## src/rtl/vpa_pkg.sv

```systemverilog
// Shared widths, limits, codes and command types of the vehicle PID actuator.
package vpa_pkg;

   // Field widths of the request, result and register beats.
   localparam int SPEED_W = 15;
   localparam int HEAD_W  = 16;
   localparam int GAIN_W  = 16;
   localparam int THR_W   = 15;
   localparam int BRK_W   = 16;
   localparam int STR_W   = 16;

   // Configuration port.
   localparam int NUM_REGS = 6;
   localparam int CSR_IDX_W = 3;

   localparam logic [CSR_IDX_W-1:0] REG_SPEED_P = 3'd0;
   localparam logic [CSR_IDX_W-1:0] REG_SPEED_I = 3'd1;
   localparam logic [CSR_IDX_W-1:0] REG_SPEED_D = 3'd2;
   localparam logic [CSR_IDX_W-1:0] REG_STEER_P = 3'd3;
   localparam logic [CSR_IDX_W-1:0] REG_STEER_I = 3'd4;
   localparam logic [CSR_IDX_W-1:0] REG_STEER_D = 3'd5;

   // Default control tick rate in ticks per second (supported range 1 to 1000).
   localparam int TICK_RATE_DEF = 20;

   // Divider: the widest dividend is |now - target| shifted up by 12 bits.
   localparam int DIV_W  = 27;
   localparam int DIVR_W = 15;
   localparam int CNT_W  = $clog2(DIV_W);

   // Reciprocal of the tick rate used for the integral steps; it stays below
   // 2^25 for every supported rate.
   localparam int RECIP_W = 26;

   // Internal datapath widths.
   localparam int ERR_W   = 16;
   localparam int SSUM_W  = 24;
   localparam int HSUM_W  = 32;
   localparam int MULA_W  = 17;
   localparam int MULB_W  = 32;
   localparam int PROD_W  = MULA_W + MULB_W;
   localparam int ACC_W   = 48;

   // Saturation limits.
   localparam int ERR_MAX      = 32767;
   localparam int ERR_MIN      = -32768;
   localparam int SSUM_LIMIT   = 5242880;
   localparam int THROTTLE_CAP = 22938;
   localparam int BRAKE_CAP    = 32768;
   localparam int STEER_CAP    = 26214;

   // Division jobs, in the order the sequencer runs them.
   typedef enum logic [1:0] {
      DIV_SERR  = 2'd0,
      DIV_SSTEP = 2'd1,
      DIV_HSTEP = 2'd2
   } div_sel_type;

   // Multiply and accumulate steps, in the order the sequencer runs them.
   typedef enum logic [2:0] {
      OP_DLT_S = 3'd0,
      OP_P_S   = 3'd1,
      OP_I_S   = 3'd2,
      OP_D_S   = 3'd3,
      OP_DLT_H = 3'd4,
      OP_P_H   = 3'd5,
      OP_I_H   = 3'd6,
      OP_D_H   = 3'd7
   } op_type;

   // Commands from the sequencer to the datapath.
   typedef struct packed {
      logic        capture;
      logic        div_load;
      logic        div_step;
      logic        div_end;
      div_sel_type div_sel;
      logic        mul_go;
      logic        acc_go;
      op_type      op;
      logic        finish;
   } cmd_type;

   // Status from the datapath to the sequencer.
   typedef struct packed {
      logic out_free;
   } status_type;

   // Magnitude of a signed 16-bit value; the most negative value maps to 32768.
   function automatic logic [ERR_W-1:0] abs16(input logic signed [ERR_W-1:0] x);
      logic signed [ERR_W-1:0] n;
      n = -x;
      return x[ERR_W-1] ? ERR_W'(n) : ERR_W'(x);
   endfunction

endpackage

```

## src/rtl/vpa_if.sv

```systemverilog
// Request and response channel interfaces of the vehicle PID actuator.
interface vpa_req_if;
   import vpa_pkg::*;

   logic                      valid;
   logic                      ready;
   logic [SPEED_W-1:0]        speed_now;
   logic [SPEED_W-1:0]        speed_target;
   logic signed [HEAD_W-1:0]  heading_error;

   modport source (output valid, speed_now, speed_target, heading_error, input ready);
   modport sink (input valid, speed_now, speed_target, heading_error, output ready);
endinterface

interface vpa_rsp_if;
   import vpa_pkg::*;

   logic                      valid;
   logic                      ready;
   logic [THR_W-1:0]          throttle_cmd;
   logic [BRK_W-1:0]          brake_cmd;
   logic signed [STR_W-1:0]   steer_cmd;

   modport source (output valid, throttle_cmd, brake_cmd, steer_cmd, input ready);
   modport sink (input valid, throttle_cmd, brake_cmd, steer_cmd, output ready);
endinterface

```

## src/rtl/vehicle_pid_actuator_core.sv

```systemverilog
// Vehicle PID actuator: speed and heading PID laws giving throttle, brake and steering.
//
// Usage:
// - req_chan carries one control tick per beat: measured speed, target speed
//   (both unsigned Q7.8) and heading error (signed Q3.12).
// - rsp_chan returns one beat per tick: throttle (Q0.15) and brake (Q1.15),
//   only one of them nonzero, and steering (signed Q0.15, within plus or minus 0.8).
// - csr_wr_en, csr_index and csr_wdata write the six signed Q8.8 gains; write
//   them only while no tick is in flight.
// - A tick runs from its request beat to its response valid through a 27-bit
//   restoring division of the speed error, then the two integral steps by
//   reciprocal multiplication, then eight multiply and accumulate steps on
//   the shared 17 by 32 bit multiplier, then, once the result register is
//   free, the load of the result register. One tick is taken at a time: a new
//   request beat is accepted only after the previous tick has loaded its result.
// - The result register holds a finished beat while rsp_chan is stalled; the
//   next tick is taken meanwhile and waits, done, until the register frees.
// - Reset clears the gains, both integrals and the previous errors, and empties
//   the result register.
module vehicle_pid_actuator_core #(
   parameter int TICK_RATE = vpa_pkg::TICK_RATE_DEF
) (
   input  logic                          clock,
   input  logic                          reset,
   vpa_req_if.sink                       req_chan,
   vpa_rsp_if.source                     rsp_chan,
   input  logic                          csr_wr_en,
   input  logic [vpa_pkg::CSR_IDX_W-1:0] csr_index,
   input  logic [vpa_pkg::GAIN_W-1:0]    csr_wdata
);
   import vpa_pkg::*;

   cmd_type    cmd;
   status_type status;
   logic       req_ready;

   // Sequencer.
   vpa_ctrl u_ctrl (
      .clock     (clock),
      .reset     (reset),
      .req_valid (req_chan.valid),
      .req_ready (req_ready),
      .status    (status),
      .cmd       (cmd)
   );

   // Datapath.
   vpa_dp #(
      .TICK_RATE (TICK_RATE)
   ) u_dp (
      .clock         (clock),
      .reset         (reset),
      .cmd           (cmd),
      .status        (status),
      .speed_now     (req_chan.speed_now),
      .speed_target  (req_chan.speed_target),
      .heading_error (req_chan.heading_error),
      .csr_wr_en     (csr_wr_en),
      .csr_index     (csr_index),
      .csr_wdata     (csr_wdata),
      .rsp_ready     (rsp_chan.ready),
      .rsp_valid     (rsp_chan.valid),
      .throttle_cmd  (rsp_chan.throttle_cmd),
      .brake_cmd     (rsp_chan.brake_cmd),
      .steer_cmd     (rsp_chan.steer_cmd)
   );

   assign req_chan.ready = req_ready;

   // A request beat starts a tick; no second beat is taken in the next cycle.
   a_one_tick_at_a_time: assert property (@(posedge clock) disable iff (reset)
      req_chan.valid && req_chan.ready |=> !req_chan.ready)
      else $error("request taken while a tick was in flight");

   // Throttle and brake are never demanded together.
   a_thr_brk_exclusive: assert property (@(posedge clock) disable iff (reset)
      rsp_chan.valid |-> (rsp_chan.throttle_cmd == '0) || (rsp_chan.brake_cmd == '0))
      else $error("throttle and brake both nonzero");

   // Commands stay inside their caps.
   a_caps: assert property (@(posedge clock) disable iff (reset)
      rsp_chan.valid |-> (rsp_chan.throttle_cmd <= THR_W'(THROTTLE_CAP))
                      && (rsp_chan.brake_cmd <= BRK_W'(BRAKE_CAP))
                      && (rsp_chan.steer_cmd <= STEER_CAP)
                      && (rsp_chan.steer_cmd >= -STEER_CAP))
      else $error("command beyond its cap");

   // A new result is never produced in the cycle right after a request beat.
   a_no_instant_result: assert property (@(posedge clock) disable iff (reset)
      req_chan.valid && req_chan.ready && !rsp_chan.valid |=> !rsp_chan.valid)
      else $error("result appeared without computation");

endmodule

```

## src/rtl/vpa_ctrl.sv

```systemverilog
// Sequencer of the vehicle PID actuator: steps the divider and the multiplier.
module vpa_ctrl (
   input  logic               clock,
   input  logic               reset,
   input  logic               req_valid,
   output logic               req_ready,
   input  vpa_pkg::status_type status,
   output vpa_pkg::cmd_type   cmd
);
   import vpa_pkg::*;

   typedef enum logic [6:0] {
      S_IDLE  = 7'b0000001,
      S_DLOAD = 7'b0000010,
      S_DRUN  = 7'b0000100,
      S_DEND  = 7'b0001000,
      S_MUL   = 7'b0010000,
      S_ACC   = 7'b0100000,
      S_DONE  = 7'b1000000
   } state_type;

   state_type   state_ff, state_in;
   logic [CNT_W-1:0] cnt_ff, cnt_in;
   div_sel_type sel_ff, sel_in;
   op_type      op_ff, op_in;

   // Next state and command decode.
   always_comb begin
      state_in    = state_ff;
      cnt_in      = cnt_ff;
      sel_in      = sel_ff;
      op_in       = op_ff;
      req_ready   = 1'b0;
      cmd         = '0;
      cmd.div_sel = sel_ff;
      cmd.op      = op_ff;
      case (state_ff)
         S_IDLE: begin
            req_ready = 1'b1;
            if (req_valid) begin
               cmd.capture = 1'b1;
               sel_in      = DIV_SERR;
               state_in    = S_DLOAD;
            end
         end
         S_DLOAD: begin
            // Only the speed error needs the bit-serial divider; the integral
            // steps are finished by the load itself.
            cmd.div_load = 1'b1;
            cnt_in       = CNT_W'(DIV_W - 1);
            if (sel_ff == DIV_SERR) begin
               state_in = S_DRUN;
            end else begin
               state_in = S_DEND;
            end
         end
         S_DRUN: begin
            cmd.div_step = 1'b1;
            if (cnt_ff == '0) begin
               state_in = S_DEND;
            end else begin
               cnt_in = cnt_ff - 1'b1;
            end
         end
         S_DEND: begin
            cmd.div_end = 1'b1;
            case (sel_ff)
               DIV_SERR: begin
                  sel_in   = DIV_SSTEP;
                  state_in = S_DLOAD;
               end
               DIV_SSTEP: begin
                  sel_in   = DIV_HSTEP;
                  state_in = S_DLOAD;
               end
               default: begin
                  op_in    = OP_DLT_S;
                  state_in = S_MUL;
               end
            endcase
         end
         S_MUL: begin
            cmd.mul_go = 1'b1;
            state_in   = S_ACC;
         end
         S_ACC: begin
            cmd.acc_go = 1'b1;
            if (op_ff == OP_D_H) begin
               state_in = S_DONE;
            end else begin
               op_in    = op_type'(op_ff + 3'd1);
               state_in = S_MUL;
            end
         end
         S_DONE: begin
            // Wait here while the previous result beat is still unclaimed.
            if (status.out_free) begin
               cmd.finish = 1'b1;
               state_in   = S_IDLE;
            end
         end
         default: begin
            state_in = S_IDLE;
         end
      endcase
   end

   always_ff @(posedge clock) begin
      if (reset) begin
         state_ff <= S_IDLE;
         cnt_ff   <= '0;
         sel_ff   <= DIV_SERR;
         op_ff    <= OP_DLT_S;
      end else begin
         state_ff <= state_in;
         cnt_ff   <= cnt_in;
         sel_ff   <= sel_in;
         op_ff    <= op_in;
      end
   end

endmodule

```

## src/rtl/vpa_dp.sv

```systemverilog
// Datapath of the vehicle PID actuator: gains, state, divider, multiplier, result.
module vpa_dp #(
   parameter int TICK_RATE = vpa_pkg::TICK_RATE_DEF
) (
   input  logic                                  clock,
   input  logic                                  reset,
   input  vpa_pkg::cmd_type                      cmd,
   output vpa_pkg::status_type                   status,
   input  logic [vpa_pkg::SPEED_W-1:0]           speed_now,
   input  logic [vpa_pkg::SPEED_W-1:0]           speed_target,
   input  logic signed [vpa_pkg::HEAD_W-1:0]     heading_error,
   input  logic                                  csr_wr_en,
   input  logic [vpa_pkg::CSR_IDX_W-1:0]         csr_index,
   input  logic [vpa_pkg::GAIN_W-1:0]            csr_wdata,
   input  logic                                  rsp_ready,
   output logic                                  rsp_valid,
   output logic [vpa_pkg::THR_W-1:0]             throttle_cmd,
   output logic [vpa_pkg::BRK_W-1:0]             brake_cmd,
   output logic signed [vpa_pkg::STR_W-1:0]      steer_cmd
);
   import vpa_pkg::*;

   localparam int TickEff = (TICK_RATE < 1) ? 1 : TICK_RATE;
   localparam logic signed [MULB_W-1:0] TickMul = MULB_W'(TickEff);

   // Reciprocal of the tick rate, rounded up, with enough fraction bits that
   // magnitude * 256 / rate is exact for every magnitude up to 32768.
   localparam int RecipShift = 24 + $clog2(TickEff);
   localparam int StepShift  = RecipShift - 8;
   localparam logic [RECIP_W-1:0] TickRecip =
      RECIP_W'(((64'd1 << RecipShift) + 64'(TickEff) - 64'd1) / 64'(TickEff));

   // Configuration registers.
   logic signed [GAIN_W-1:0] gain_ff [NUM_REGS];

   // Loop state.
   logic signed [ERR_W-1:0]  last_s_ff, last_s_in;
   logic signed [ERR_W-1:0]  last_h_ff, last_h_in;
   logic signed [SSUM_W-1:0] ssum_ff, ssum_in;
   logic signed [HSUM_W-1:0] hsum_ff, hsum_in;

   // Per-tick working registers.
   logic signed [ERR_W-1:0]  diff_ff, diff_in;
   logic [SPEED_W-1:0]       tgt_ff, tgt_in;
   logic signed [HEAD_W-1:0] head_ff, head_in;
   logic signed [ERR_W-1:0]  serr_ff, serr_in;
   logic [DIV_W-1:0]         quo_ff, quo_in;
   logic [DIVR_W-1:0]        rem_ff, rem_in;
   logic [DIVR_W-1:0]        dvs_ff, dvs_in;
   logic                     neg_ff, neg_in;
   logic                     zero_ff, zero_in;
   logic signed [PROD_W-1:0] prod_ff, prod_in;
   logic signed [MULB_W-1:0] dterm_ff, dterm_in;
   logic signed [ACC_W-1:0]  lon_ff, lon_in;
   logic signed [ACC_W-1:0]  lat_ff, lat_in;

   // Result register.
   logic                     rsp_valid_ff, rsp_valid_in;
   logic [THR_W-1:0]         thr_ff, thr_in;
   logic [BRK_W-1:0]         brk_ff, brk_in;
   logic signed [STR_W-1:0]  str_ff, str_in;

   // Divider step: one quotient bit a cycle, restoring.
   logic [DIVR_W:0]          div_shl;
   logic                     div_ge;
   logic [DIVR_W-1:0]        rem_step;
   logic [DIV_W-1:0]         quo_step;

   assign div_shl  = {rem_ff, quo_ff[DIV_W-1]};
   assign div_ge   = div_shl >= {1'b0, dvs_ff};
   assign rem_step = div_ge ? DIVR_W'(div_shl - {1'b0, dvs_ff}) : div_shl[DIVR_W-1:0];
   assign quo_step = {quo_ff[DIV_W-2:0], div_ge};

   // Signed quotient and the three ways it is used.
   logic signed [DIV_W:0]    quo_signed;
   logic signed [ERR_W-1:0]  serr_div;
   logic signed [SSUM_W+1:0] ssum_sum;
   logic signed [HSUM_W:0]   hsum_sum;
   logic [ERR_W-1:0]         serr_mag;
   logic [ERR_W-1:0]         head_mag;
   logic [ERR_W-1:0]         diff_mag;

   assign quo_signed = neg_ff ? -$signed({1'b0, quo_ff}) : $signed({1'b0, quo_ff});
   assign serr_mag   = abs16(serr_ff);
   assign head_mag   = abs16(head_ff);
   assign diff_mag   = abs16(diff_ff);
   assign ssum_sum   = (SSUM_W + 2)'(ssum_ff) + (SSUM_W + 2)'(quo_signed);
   assign hsum_sum   = (HSUM_W + 1)'(hsum_ff) + (HSUM_W + 1)'(quo_signed);

   // Integral step magnitude: |error| * 256 / rate, truncated, by reciprocal.
   logic [ERR_W-1:0]         step_mag;
   logic [ERR_W+RECIP_W-1:0] step_prod;
   logic [DIV_W-1:0]         step_quo;

   assign step_mag  = (cmd.div_sel == DIV_SSTEP) ? serr_mag : head_mag;
   assign step_prod = (ERR_W + RECIP_W)'(step_mag) * (ERR_W + RECIP_W)'(TickRecip);
   assign step_quo  = DIV_W'(step_prod >> StepShift);

   always_comb begin
      if (zero_ff) begin
         serr_div = '0;
      end else if (quo_ff > DIV_W'(ERR_MAX)) begin
         serr_div = neg_ff ? ERR_W'(ERR_MIN) : ERR_W'(ERR_MAX);
      end else begin
         serr_div = ERR_W'(quo_signed);
      end
   end

   // Shared multiplier operand selection.
   logic signed [MULA_W-1:0] mul_a;
   logic signed [MULB_W-1:0] mul_b;
   logic signed [PROD_W-1:0] prod_frac;

   always_comb begin
      case (cmd.op)
         OP_DLT_S: begin
            mul_a = MULA_W'(serr_ff) - MULA_W'(last_s_ff);
            mul_b = TickMul;
         end
         OP_P_S: begin
            mul_a = MULA_W'(gain_ff[REG_SPEED_P]);
            mul_b = MULB_W'(serr_ff);
         end
         OP_I_S: begin
            mul_a = MULA_W'(gain_ff[REG_SPEED_I]);
            mul_b = MULB_W'(ssum_ff);
         end
         OP_D_S: begin
            mul_a = MULA_W'(gain_ff[REG_SPEED_D]);
            mul_b = dterm_ff;
         end
         OP_DLT_H: begin
            mul_a = MULA_W'(head_ff) - MULA_W'(last_h_ff);
            mul_b = TickMul;
         end
         OP_P_H: begin
            mul_a = MULA_W'(gain_ff[REG_STEER_P]);
            mul_b = MULB_W'(head_ff);
         end
         OP_I_H: begin
            mul_a = MULA_W'(gain_ff[REG_STEER_I]);
            mul_b = hsum_ff;
         end
         default: begin
            mul_a = MULA_W'(gain_ff[REG_STEER_D]);
            mul_b = dterm_ff;
         end
      endcase
   end

   assign prod_frac = prod_ff >>> 8;

   // Result shaping: Q.20 sums to Q0.15 commands with caps.
   logic signed [ACC_W-1:0] lon_neg;
   logic signed [ACC_W-1:0] thr_sh;
   logic signed [ACC_W-1:0] brk_sh;
   logic signed [ACC_W-1:0] str_sh;
   logic [THR_W-1:0]        thr_val;
   logic [BRK_W-1:0]        brk_val;
   logic signed [STR_W-1:0] str_val;

   assign lon_neg = -lon_ff;
   assign thr_sh  = lon_neg >>> 5;
   assign brk_sh  = lon_ff >>> 5;
   assign str_sh  = lat_ff >>> 5;
   assign thr_val = (thr_sh > THROTTLE_CAP) ? THR_W'(THROTTLE_CAP) : THR_W'(thr_sh);
   assign brk_val = (brk_sh > BRAKE_CAP) ? BRK_W'(BRAKE_CAP) : BRK_W'(brk_sh);

   always_comb begin
      if (str_sh > STEER_CAP) begin
         str_val = STR_W'(STEER_CAP);
      end else if (str_sh < -STEER_CAP) begin
         str_val = STR_W'(-STEER_CAP);
      end else begin
         str_val = STR_W'(str_sh);
      end
   end

   // Next values of all datapath registers.
   always_comb begin
      last_s_in    = last_s_ff;
      last_h_in    = last_h_ff;
      ssum_in      = ssum_ff;
      hsum_in      = hsum_ff;
      diff_in      = diff_ff;
      tgt_in       = tgt_ff;
      head_in      = head_ff;
      serr_in      = serr_ff;
      quo_in       = quo_ff;
      rem_in       = rem_ff;
      dvs_in       = dvs_ff;
      neg_in       = neg_ff;
      zero_in      = zero_ff;
      prod_in      = prod_ff;
      dterm_in     = dterm_ff;
      lon_in       = lon_ff;
      lat_in       = lat_ff;
      thr_in       = thr_ff;
      brk_in       = brk_ff;
      str_in       = str_ff;
      rsp_valid_in = rsp_valid_ff;

      // Capture the request beat.
      if (cmd.capture) begin
         diff_in = ERR_W'({1'b0, speed_now}) - ERR_W'({1'b0, speed_target});
         tgt_in  = speed_target;
         head_in = heading_error;
      end

      // Load the divider for the speed error, or the finished integral step.
      if (cmd.div_load) begin
         rem_in = '0;
         case (cmd.div_sel)
            DIV_SERR: begin
               quo_in  = {diff_mag[DIVR_W-1:0], 12'd0};
               dvs_in  = tgt_ff;
               neg_in  = diff_ff[ERR_W-1];
               zero_in = (diff_ff == '0);
            end
            DIV_SSTEP: begin
               quo_in  = step_quo;
               neg_in  = serr_ff[ERR_W-1];
               zero_in = 1'b0;
            end
            default: begin
               quo_in  = step_quo;
               neg_in  = head_ff[HEAD_W-1];
               zero_in = 1'b0;
            end
         endcase
      end

      if (cmd.div_step) begin
         quo_in = quo_step;
         rem_in = rem_step;
      end

      // Store the quotient: speed error, or an integral update with clamp.
      if (cmd.div_end) begin
         case (cmd.div_sel)
            DIV_SERR: begin
               serr_in = serr_div;
            end
            DIV_SSTEP: begin
               if (ssum_sum > SSUM_LIMIT) begin
                  ssum_in = SSUM_W'(SSUM_LIMIT);
               end else if (ssum_sum < -SSUM_LIMIT) begin
                  ssum_in = SSUM_W'(-SSUM_LIMIT);
               end else begin
                  ssum_in = SSUM_W'(ssum_sum);
               end
            end
            default: begin
               if (hsum_sum[HSUM_W] != hsum_sum[HSUM_W-1]) begin
                  hsum_in = hsum_sum[HSUM_W] ? {1'b1, {(HSUM_W-1){1'b0}}}
                                             : {1'b0, {(HSUM_W-1){1'b1}}};
               end else begin
                  hsum_in = HSUM_W'(hsum_sum);
               end
            end
         endcase
      end

      if (cmd.mul_go) begin
         prod_in = mul_a * mul_b;
      end

      // Fold the registered product into its law.
      if (cmd.acc_go) begin
         case (cmd.op)
            OP_DLT_S, OP_DLT_H: dterm_in = MULB_W'(prod_ff);
            OP_P_S:             lon_in   = ACC_W'(prod_ff);
            OP_I_S:             lon_in   = lon_ff + ACC_W'(prod_frac);
            OP_D_S:             lon_in   = lon_ff + ACC_W'(prod_ff);
            OP_P_H:             lat_in   = ACC_W'(prod_ff);
            OP_I_H:             lat_in   = lat_ff + ACC_W'(prod_frac);
            default:            lat_in   = lat_ff + ACC_W'(prod_ff);
         endcase
      end

      // Result beat leaves when taken; a new one is loaded only into a free slot.
      if (rsp_valid_ff && rsp_ready) begin
         rsp_valid_in = 1'b0;
      end
      if (cmd.finish) begin
         rsp_valid_in = 1'b1;
         thr_in       = lon_ff[ACC_W-1] ? thr_val : '0;
         brk_in       = lon_ff[ACC_W-1] ? '0 : brk_val;
         str_in       = str_val;
         last_s_in    = serr_ff;
         last_h_in    = head_ff;
      end
   end

   // Control and loop state with reset.
   always_ff @(posedge clock) begin
      if (reset) begin
         rsp_valid_ff <= 1'b0;
         last_s_ff    <= '0;
         last_h_ff    <= '0;
         ssum_ff      <= '0;
         hsum_ff      <= '0;
         for (int i = 0; i < NUM_REGS; i++) begin
            gain_ff[i] <= '0;
         end
      end else begin
         rsp_valid_ff <= rsp_valid_in;
         last_s_ff    <= last_s_in;
         last_h_ff    <= last_h_in;
         ssum_ff      <= ssum_in;
         hsum_ff      <= hsum_in;
         if (csr_wr_en && (csr_index < CSR_IDX_W'(NUM_REGS))) begin
            gain_ff[csr_index] <= csr_wdata;
         end
      end
   end

   // Working and payload registers.
   always_ff @(posedge clock) begin
      diff_ff  <= diff_in;
      tgt_ff   <= tgt_in;
      head_ff  <= head_in;
      serr_ff  <= serr_in;
      quo_ff   <= quo_in;
      rem_ff   <= rem_in;
      dvs_ff   <= dvs_in;
      neg_ff   <= neg_in;
      zero_ff  <= zero_in;
      prod_ff  <= prod_in;
      dterm_ff <= dterm_in;
      lon_ff   <= lon_in;
      lat_ff   <= lat_in;
      thr_ff   <= thr_in;
      brk_ff   <= brk_in;
      str_ff   <= str_in;
   end

   assign status.out_free = !rsp_valid_ff || rsp_ready;
   assign rsp_valid       = rsp_valid_ff;
   assign throttle_cmd    = thr_ff;
   assign brake_cmd       = brk_ff;
   assign steer_cmd       = str_ff;

endmodule
```

## src/flat_wrapper.sv

```systemverilog
// flat-port wrapper written by rule: the top's interface ports become plain ports
module vehicle_pid_actuator_core_flat import vpa_pkg::*;
#(
   parameter int TICK_RATE = vpa_pkg::TICK_RATE_DEF
)
  (clock, reset, csr_wr_en, csr_index, csr_wdata, req_chan_valid, req_chan_speed_now, req_chan_speed_target, req_chan_heading_error, req_chan_ready, rsp_chan_valid, rsp_chan_throttle_cmd, rsp_chan_brake_cmd, rsp_chan_steer_cmd, rsp_chan_ready);
  vpa_req_if req_chan_i ();
  vpa_rsp_if rsp_chan_i ();
  input  logic clock;
  input  logic reset;
  input  logic csr_wr_en;
  input  logic [vpa_pkg::CSR_IDX_W-1:0] csr_index;
  input  logic [vpa_pkg::GAIN_W-1:0] csr_wdata;
  input wire logic [$bits(req_chan_i.valid)-1:0] req_chan_valid;
  input wire logic [$bits(req_chan_i.speed_now)-1:0] req_chan_speed_now;
  input wire logic [$bits(req_chan_i.speed_target)-1:0] req_chan_speed_target;
  input wire logic [$bits(req_chan_i.heading_error)-1:0] req_chan_heading_error;
  output wire logic [$bits(req_chan_i.ready)-1:0] req_chan_ready;
  output wire logic [$bits(rsp_chan_i.valid)-1:0] rsp_chan_valid;
  output wire logic [$bits(rsp_chan_i.throttle_cmd)-1:0] rsp_chan_throttle_cmd;
  output wire logic [$bits(rsp_chan_i.brake_cmd)-1:0] rsp_chan_brake_cmd;
  output wire logic [$bits(rsp_chan_i.steer_cmd)-1:0] rsp_chan_steer_cmd;
  input wire logic [$bits(rsp_chan_i.ready)-1:0] rsp_chan_ready;
  assign req_chan_i.valid = req_chan_valid;
  assign req_chan_i.speed_now = req_chan_speed_now;
  assign req_chan_i.speed_target = req_chan_speed_target;
  assign req_chan_i.heading_error = req_chan_heading_error;
  assign req_chan_ready = req_chan_i.ready;
  assign rsp_chan_valid = rsp_chan_i.valid;
  assign rsp_chan_throttle_cmd = rsp_chan_i.throttle_cmd;
  assign rsp_chan_brake_cmd = rsp_chan_i.brake_cmd;
  assign rsp_chan_steer_cmd = rsp_chan_i.steer_cmd;
  assign rsp_chan_i.ready = rsp_chan_ready;
  vehicle_pid_actuator_core #(.TICK_RATE(TICK_RATE)) u_core (.clock(clock), .reset(reset), .req_chan(req_chan_i), .rsp_chan(rsp_chan_i), .csr_wr_en(csr_wr_en), .csr_index(csr_index), .csr_wdata(csr_wdata));
endmodule
```

## config.mk

```make
export PLATFORM = sky130hd
export DESIGN_NAME = vehicle_pid_actuator_core_flat
export DESIGN_NICKNAME = d
export VERILOG_FILES = /design/src/rtl/vpa_pkg.sv /design/src/rtl/vpa_if.sv /design/src/rtl/vehicle_pid_actuator_core.sv /design/src/rtl/vpa_ctrl.sv /design/src/rtl/vpa_dp.sv /design/src/flat_wrapper.sv
export SDC_FILE = /design/constraint.sdc
export NUM_CORES = 2
export LEC_CHECK = 0
export BUFFER_PORTS_ARGS = -buffer_cell sky130_fd_sc_hd__buf_4
export CAP_MARGIN = 20
export CORE_ASPECT_RATIO = 1.5
export CORE_MARGIN = 2
export CORE_UTILIZATION = 60
export CTS_CLUSTER_DIAMETER = 60
export DETAILED_ROUTE_END_ITERATION = 8
export PLACE_DENSITY = 0.81
export SETUP_SLACK_MARGIN = 0.02
export SLEW_MARGIN = 10
export SYNTH_ARGS = -nofsm -noshare
export SYNTH_HDL_FRONTEND = slang
export SYNTH_SLANG_ARGS = --single-unit
```

## constraint.sdc

```tcl
create_clock -name clock -period 23.4 [get_ports clock]
set_clock_uncertainty 0.15 [all_clocks]
set_input_delay 4.68 -clock clock [delete_from_list [all_inputs] [get_ports clock]]
set_output_delay 4.68 -clock clock [all_outputs]
set_load 0.05 [all_outputs]
```

==> results.toml <==
[worst_setup_path]
critPathKind = "reg2reg"
cp_slowest_cell = "a211oi_1"
critPathArrivalTime_ns = 11.18
start_kind = "register"
slowest_delay_ns = 0.66
path_common_cell = "fa_1"
crit_fanout = 33
endpoint_kind = "register"
required_ns = 23.64

[logic_synthesis]
synthArstFlopShare_pct = 0
synth.most_common_cell = "nand2_1"
ys_seq_area_share_pct = 26.20
synth_edf_count = 442
synth_common_cells = "nand2_1, inv_1, nor2_1"
yosys-top-cells-area = "edfxtp_1, fa_1, ha_1"
synth_top_area_cell = "edfxtp_1"
yosys.area.top_type_share_pct = 22.59
syn_nets = 7590
synth_cell_types = 98
ys_warn_count = 0
synth_top_flop_cell = "edfxtp_1"
syn_inst = 6439
synth_area_mm2 = 0.05877
synth_seq_cells = 548
syn_avg_cell_area_um2 = 9.127

[floorplanning]
start_util_pct = 60.56
fp-row-count = 140
die_h_um = 387.3
core_area_mm2 = 0.09704
dieArea_mm2 = 0.1005
ioPinCount = 119
fp.dieW_um = 259.5

[sta]
post-route-period-util_pct = 46.75
hold_viol = 0
setup_violations = 0
setup_tns_ns = 0
period_minus_slack_ns = 10.94
max-slew-margin-rel_pct = 25.36
tightest_slew_ns = 1.112
fmax_mhz = 91.40
slew_viol_final = 0
rsz0062_at_grt = "no"

[pwr]
internal_power_w = 0.003353
ir_worst_vdd_mv = 1.209
power_frac_seq_pct = 17.9
switching_power_w = 0.002893
power_frac_comb_pct = 66.6
sw_frac_of_total_pct = 46.31
p_per_area_mw_per_mm2 = 99.08
p_clk_share_pct = 15.5
leakagePower_nw = 28.14

[clock_network]
cts_buffers = 56
cts_setup_buffers = 0
insertion_delay_ns = 0.67
cts.clk_slew.worst_paths_ns = 0.07
ctsResizeCount = 0
cts_sinks = 548
cts_tree = "built"
hold_buffers = 0
cts_buffer_depth = 3
cts-root-buf = "clkbuf_16"
cts_max_level = 2

[place]
placed_cells = 7673
dp_hpwl_um = 137500
placedInstanceArea_mm2 = 0.06106
gp_congestion = 1.001
portBuffers = 118

[global_routing]
track_usage_pct = 35.12
antenna_found_initial = 3
grt_max_degree = 91
grt_overflow_total = 0
grt_pass1_wl_um = 272600
grt_pass1_vias = 50630

[detailed_routing]
viasPerCell = 6.195
drc_errors = 2
avgRoutedWirePerCell_um = 22.45
drtPass1Iterations = 9
drtIter0Drc = 4292
drt_wl_total_um = 174700
vias = 48210
drtAntennaViolNets = 0

[final_layout]
stdcell_count = 7781
drive_gt1_share_pct = 6.998
fin_nets = 7606
fillers = 7801
finalInstanceArea_mm2 = 0.06304
area_growth_pct = 7.267

[flow_run]
maxCapViolCount = 0

[status]
status = "finished, violations left"
violations = "design-rule violations"

[worst_hold_path]
hp-class = "reg2reg"
placed cells by master (no fill, tap or decap), types with 56 or more instances in the layout:
| cell type | count |
|---|---|
| nand2b_1 | 70 |
| xor2_1 | 127 |
| buf_4 | 199 |
| a21oi_1 | 323 |
| clkbuf_16 | 57 |
| inv_1 | 834 |
| a21o_1 | 150 |
| xnor2_1 | 187 |
| nor3_1 | 109 |
| nor2_1 | 614 |
| ha_1 | 469 |
| edfxtp_1 | 442 |
| nand4_1 | 56 |
| mux2_2 | 73 |
| o21ai_0 | 248 |
| nand2_1 | 848 |
| dfxtp_1 | 105 |
| fa_1 | 611 |
| nand3_1 | 90 |
cell families (layout without fill, tap and decap cells):
logic type	Yosys count	in the layout	synth area share (%)
buf+inv	1079	1142	6.913
other cells	0	1	0
fa+ha+maj	1089	1089	30.96
xor+xnor	315	315	4.707
compound gates	1226	1226	13.52
mux	99	99	1.842
flops	548	548	26.20
simple gates	2083	2083	15.87
critical path, delay by kind of cell, from the launching register on:
family / cells / cell delay, ns
DFF: 1 / 0.42
xor gates and xnor gates: 1 / 0.14
and+or+nand+nor: 5 / 0.79
AOI/OAI and AO/OA: 15 / 4.28
adders and majority gates: 9 / 4.15
buffers and inverters: 5 / 0.70
layout make-up:
class / count / area, um2 / share of cell area, %
diodes: 1 / 2.502 / 0.003970
clock buffers: 67 / 1484 / 2.354
clock inverters: 38 / 470.5 / 0.7463
inverters: 837 / 3142 / 4.984
multi-input cells: 4812 / 39450 / 62.58
flip-flops and latches: 548 / 15400 / 24.42
well taps: 1278 / 1599 / 2.537
repair buffers: 200 / 1498 / 2.376
worst paths after layout:
| check | from | endpoint | slack, ns | cells past startpoint |
|---|---|---|---|---|
| worst min-delay path | u_core.u_dp.tgt_ff[4]$_DFFE_PP_ | u_core.u_dp.dvs_ff[4]$_DFFE_PP_ | 0.27 | 0 |
| worst min register to register | u_core.u_dp.tgt_ff[4]$_DFFE_PP_ | u_core.u_dp.dvs_ff[4]$_DFFE_PP_ | 0.27 | 0 |
| worst max-delay path | u_core.u_dp.head_ff[0]$_DFFE_PP_ | u_core.u_dp.prod_ff[47]$_DFFE_PN_ | 12.46 | 35 |
| worst max register to register | u_core.u_dp.head_ff[0]$_DFFE_PP_ | u_core.u_dp.prod_ff[47]$_DFFE_PN_ | 12.46 | 35 |
per-layer routing:
metal	up-vias	global-route usage [%]	part of all wire [%]
li1	21780	-	-
met1	23330	36.24	32
met2	2234	62.06	51
met3	864	5.614	7.1
met4	0	29.02	9.9
met5	-	0	0
state kept, by name, indices dropped and copies added (netlist names), 24 cells and up:
signal,flops
u_core.u_dp.dterm_ff,32
u_core.u_dp.gain_ff,96
u_core.u_dp.hsum_ff,32
u_core.u_dp.lat_ff,48
u_core.u_dp.lon_ff,48
u_core.u_dp.prod_ff,49
u_core.u_dp.quo_ff,27
u_core.u_dp.ssum_ff,24
power by group through the flow:
stage / clock [W] / sequential (W) / combinational [W]
after detailed placement: 0 / 0.00114 / 0.00414
after CTS: 0.000975 / 0.00112 / 0.00417
after global routing: 0.00101 / 0.00112 / 0.00470
after global placement: 0 / 0.00114 / 0.00401
final: 0.000970 / 0.00112 / 0.00416
after floorplan: 0 / 0.00113 / 0.00303
stage by stage:
stage,setup WS [ns],total power (W),util [%],hold WS (ns)
floorplan,14.16,0.004154,-,0.2503
global placement,12.94,0.005148,62.92,0.2530
detailed placement,12.63,0.005282,62.93,0.2545
CTS,12.58,0.006262,64.94,0.2689
global route,11.97,0.006835,64.96,0.2800
finish,12.46,0.006245,64.96,0.2692
(Power assumes the default switching activity.)
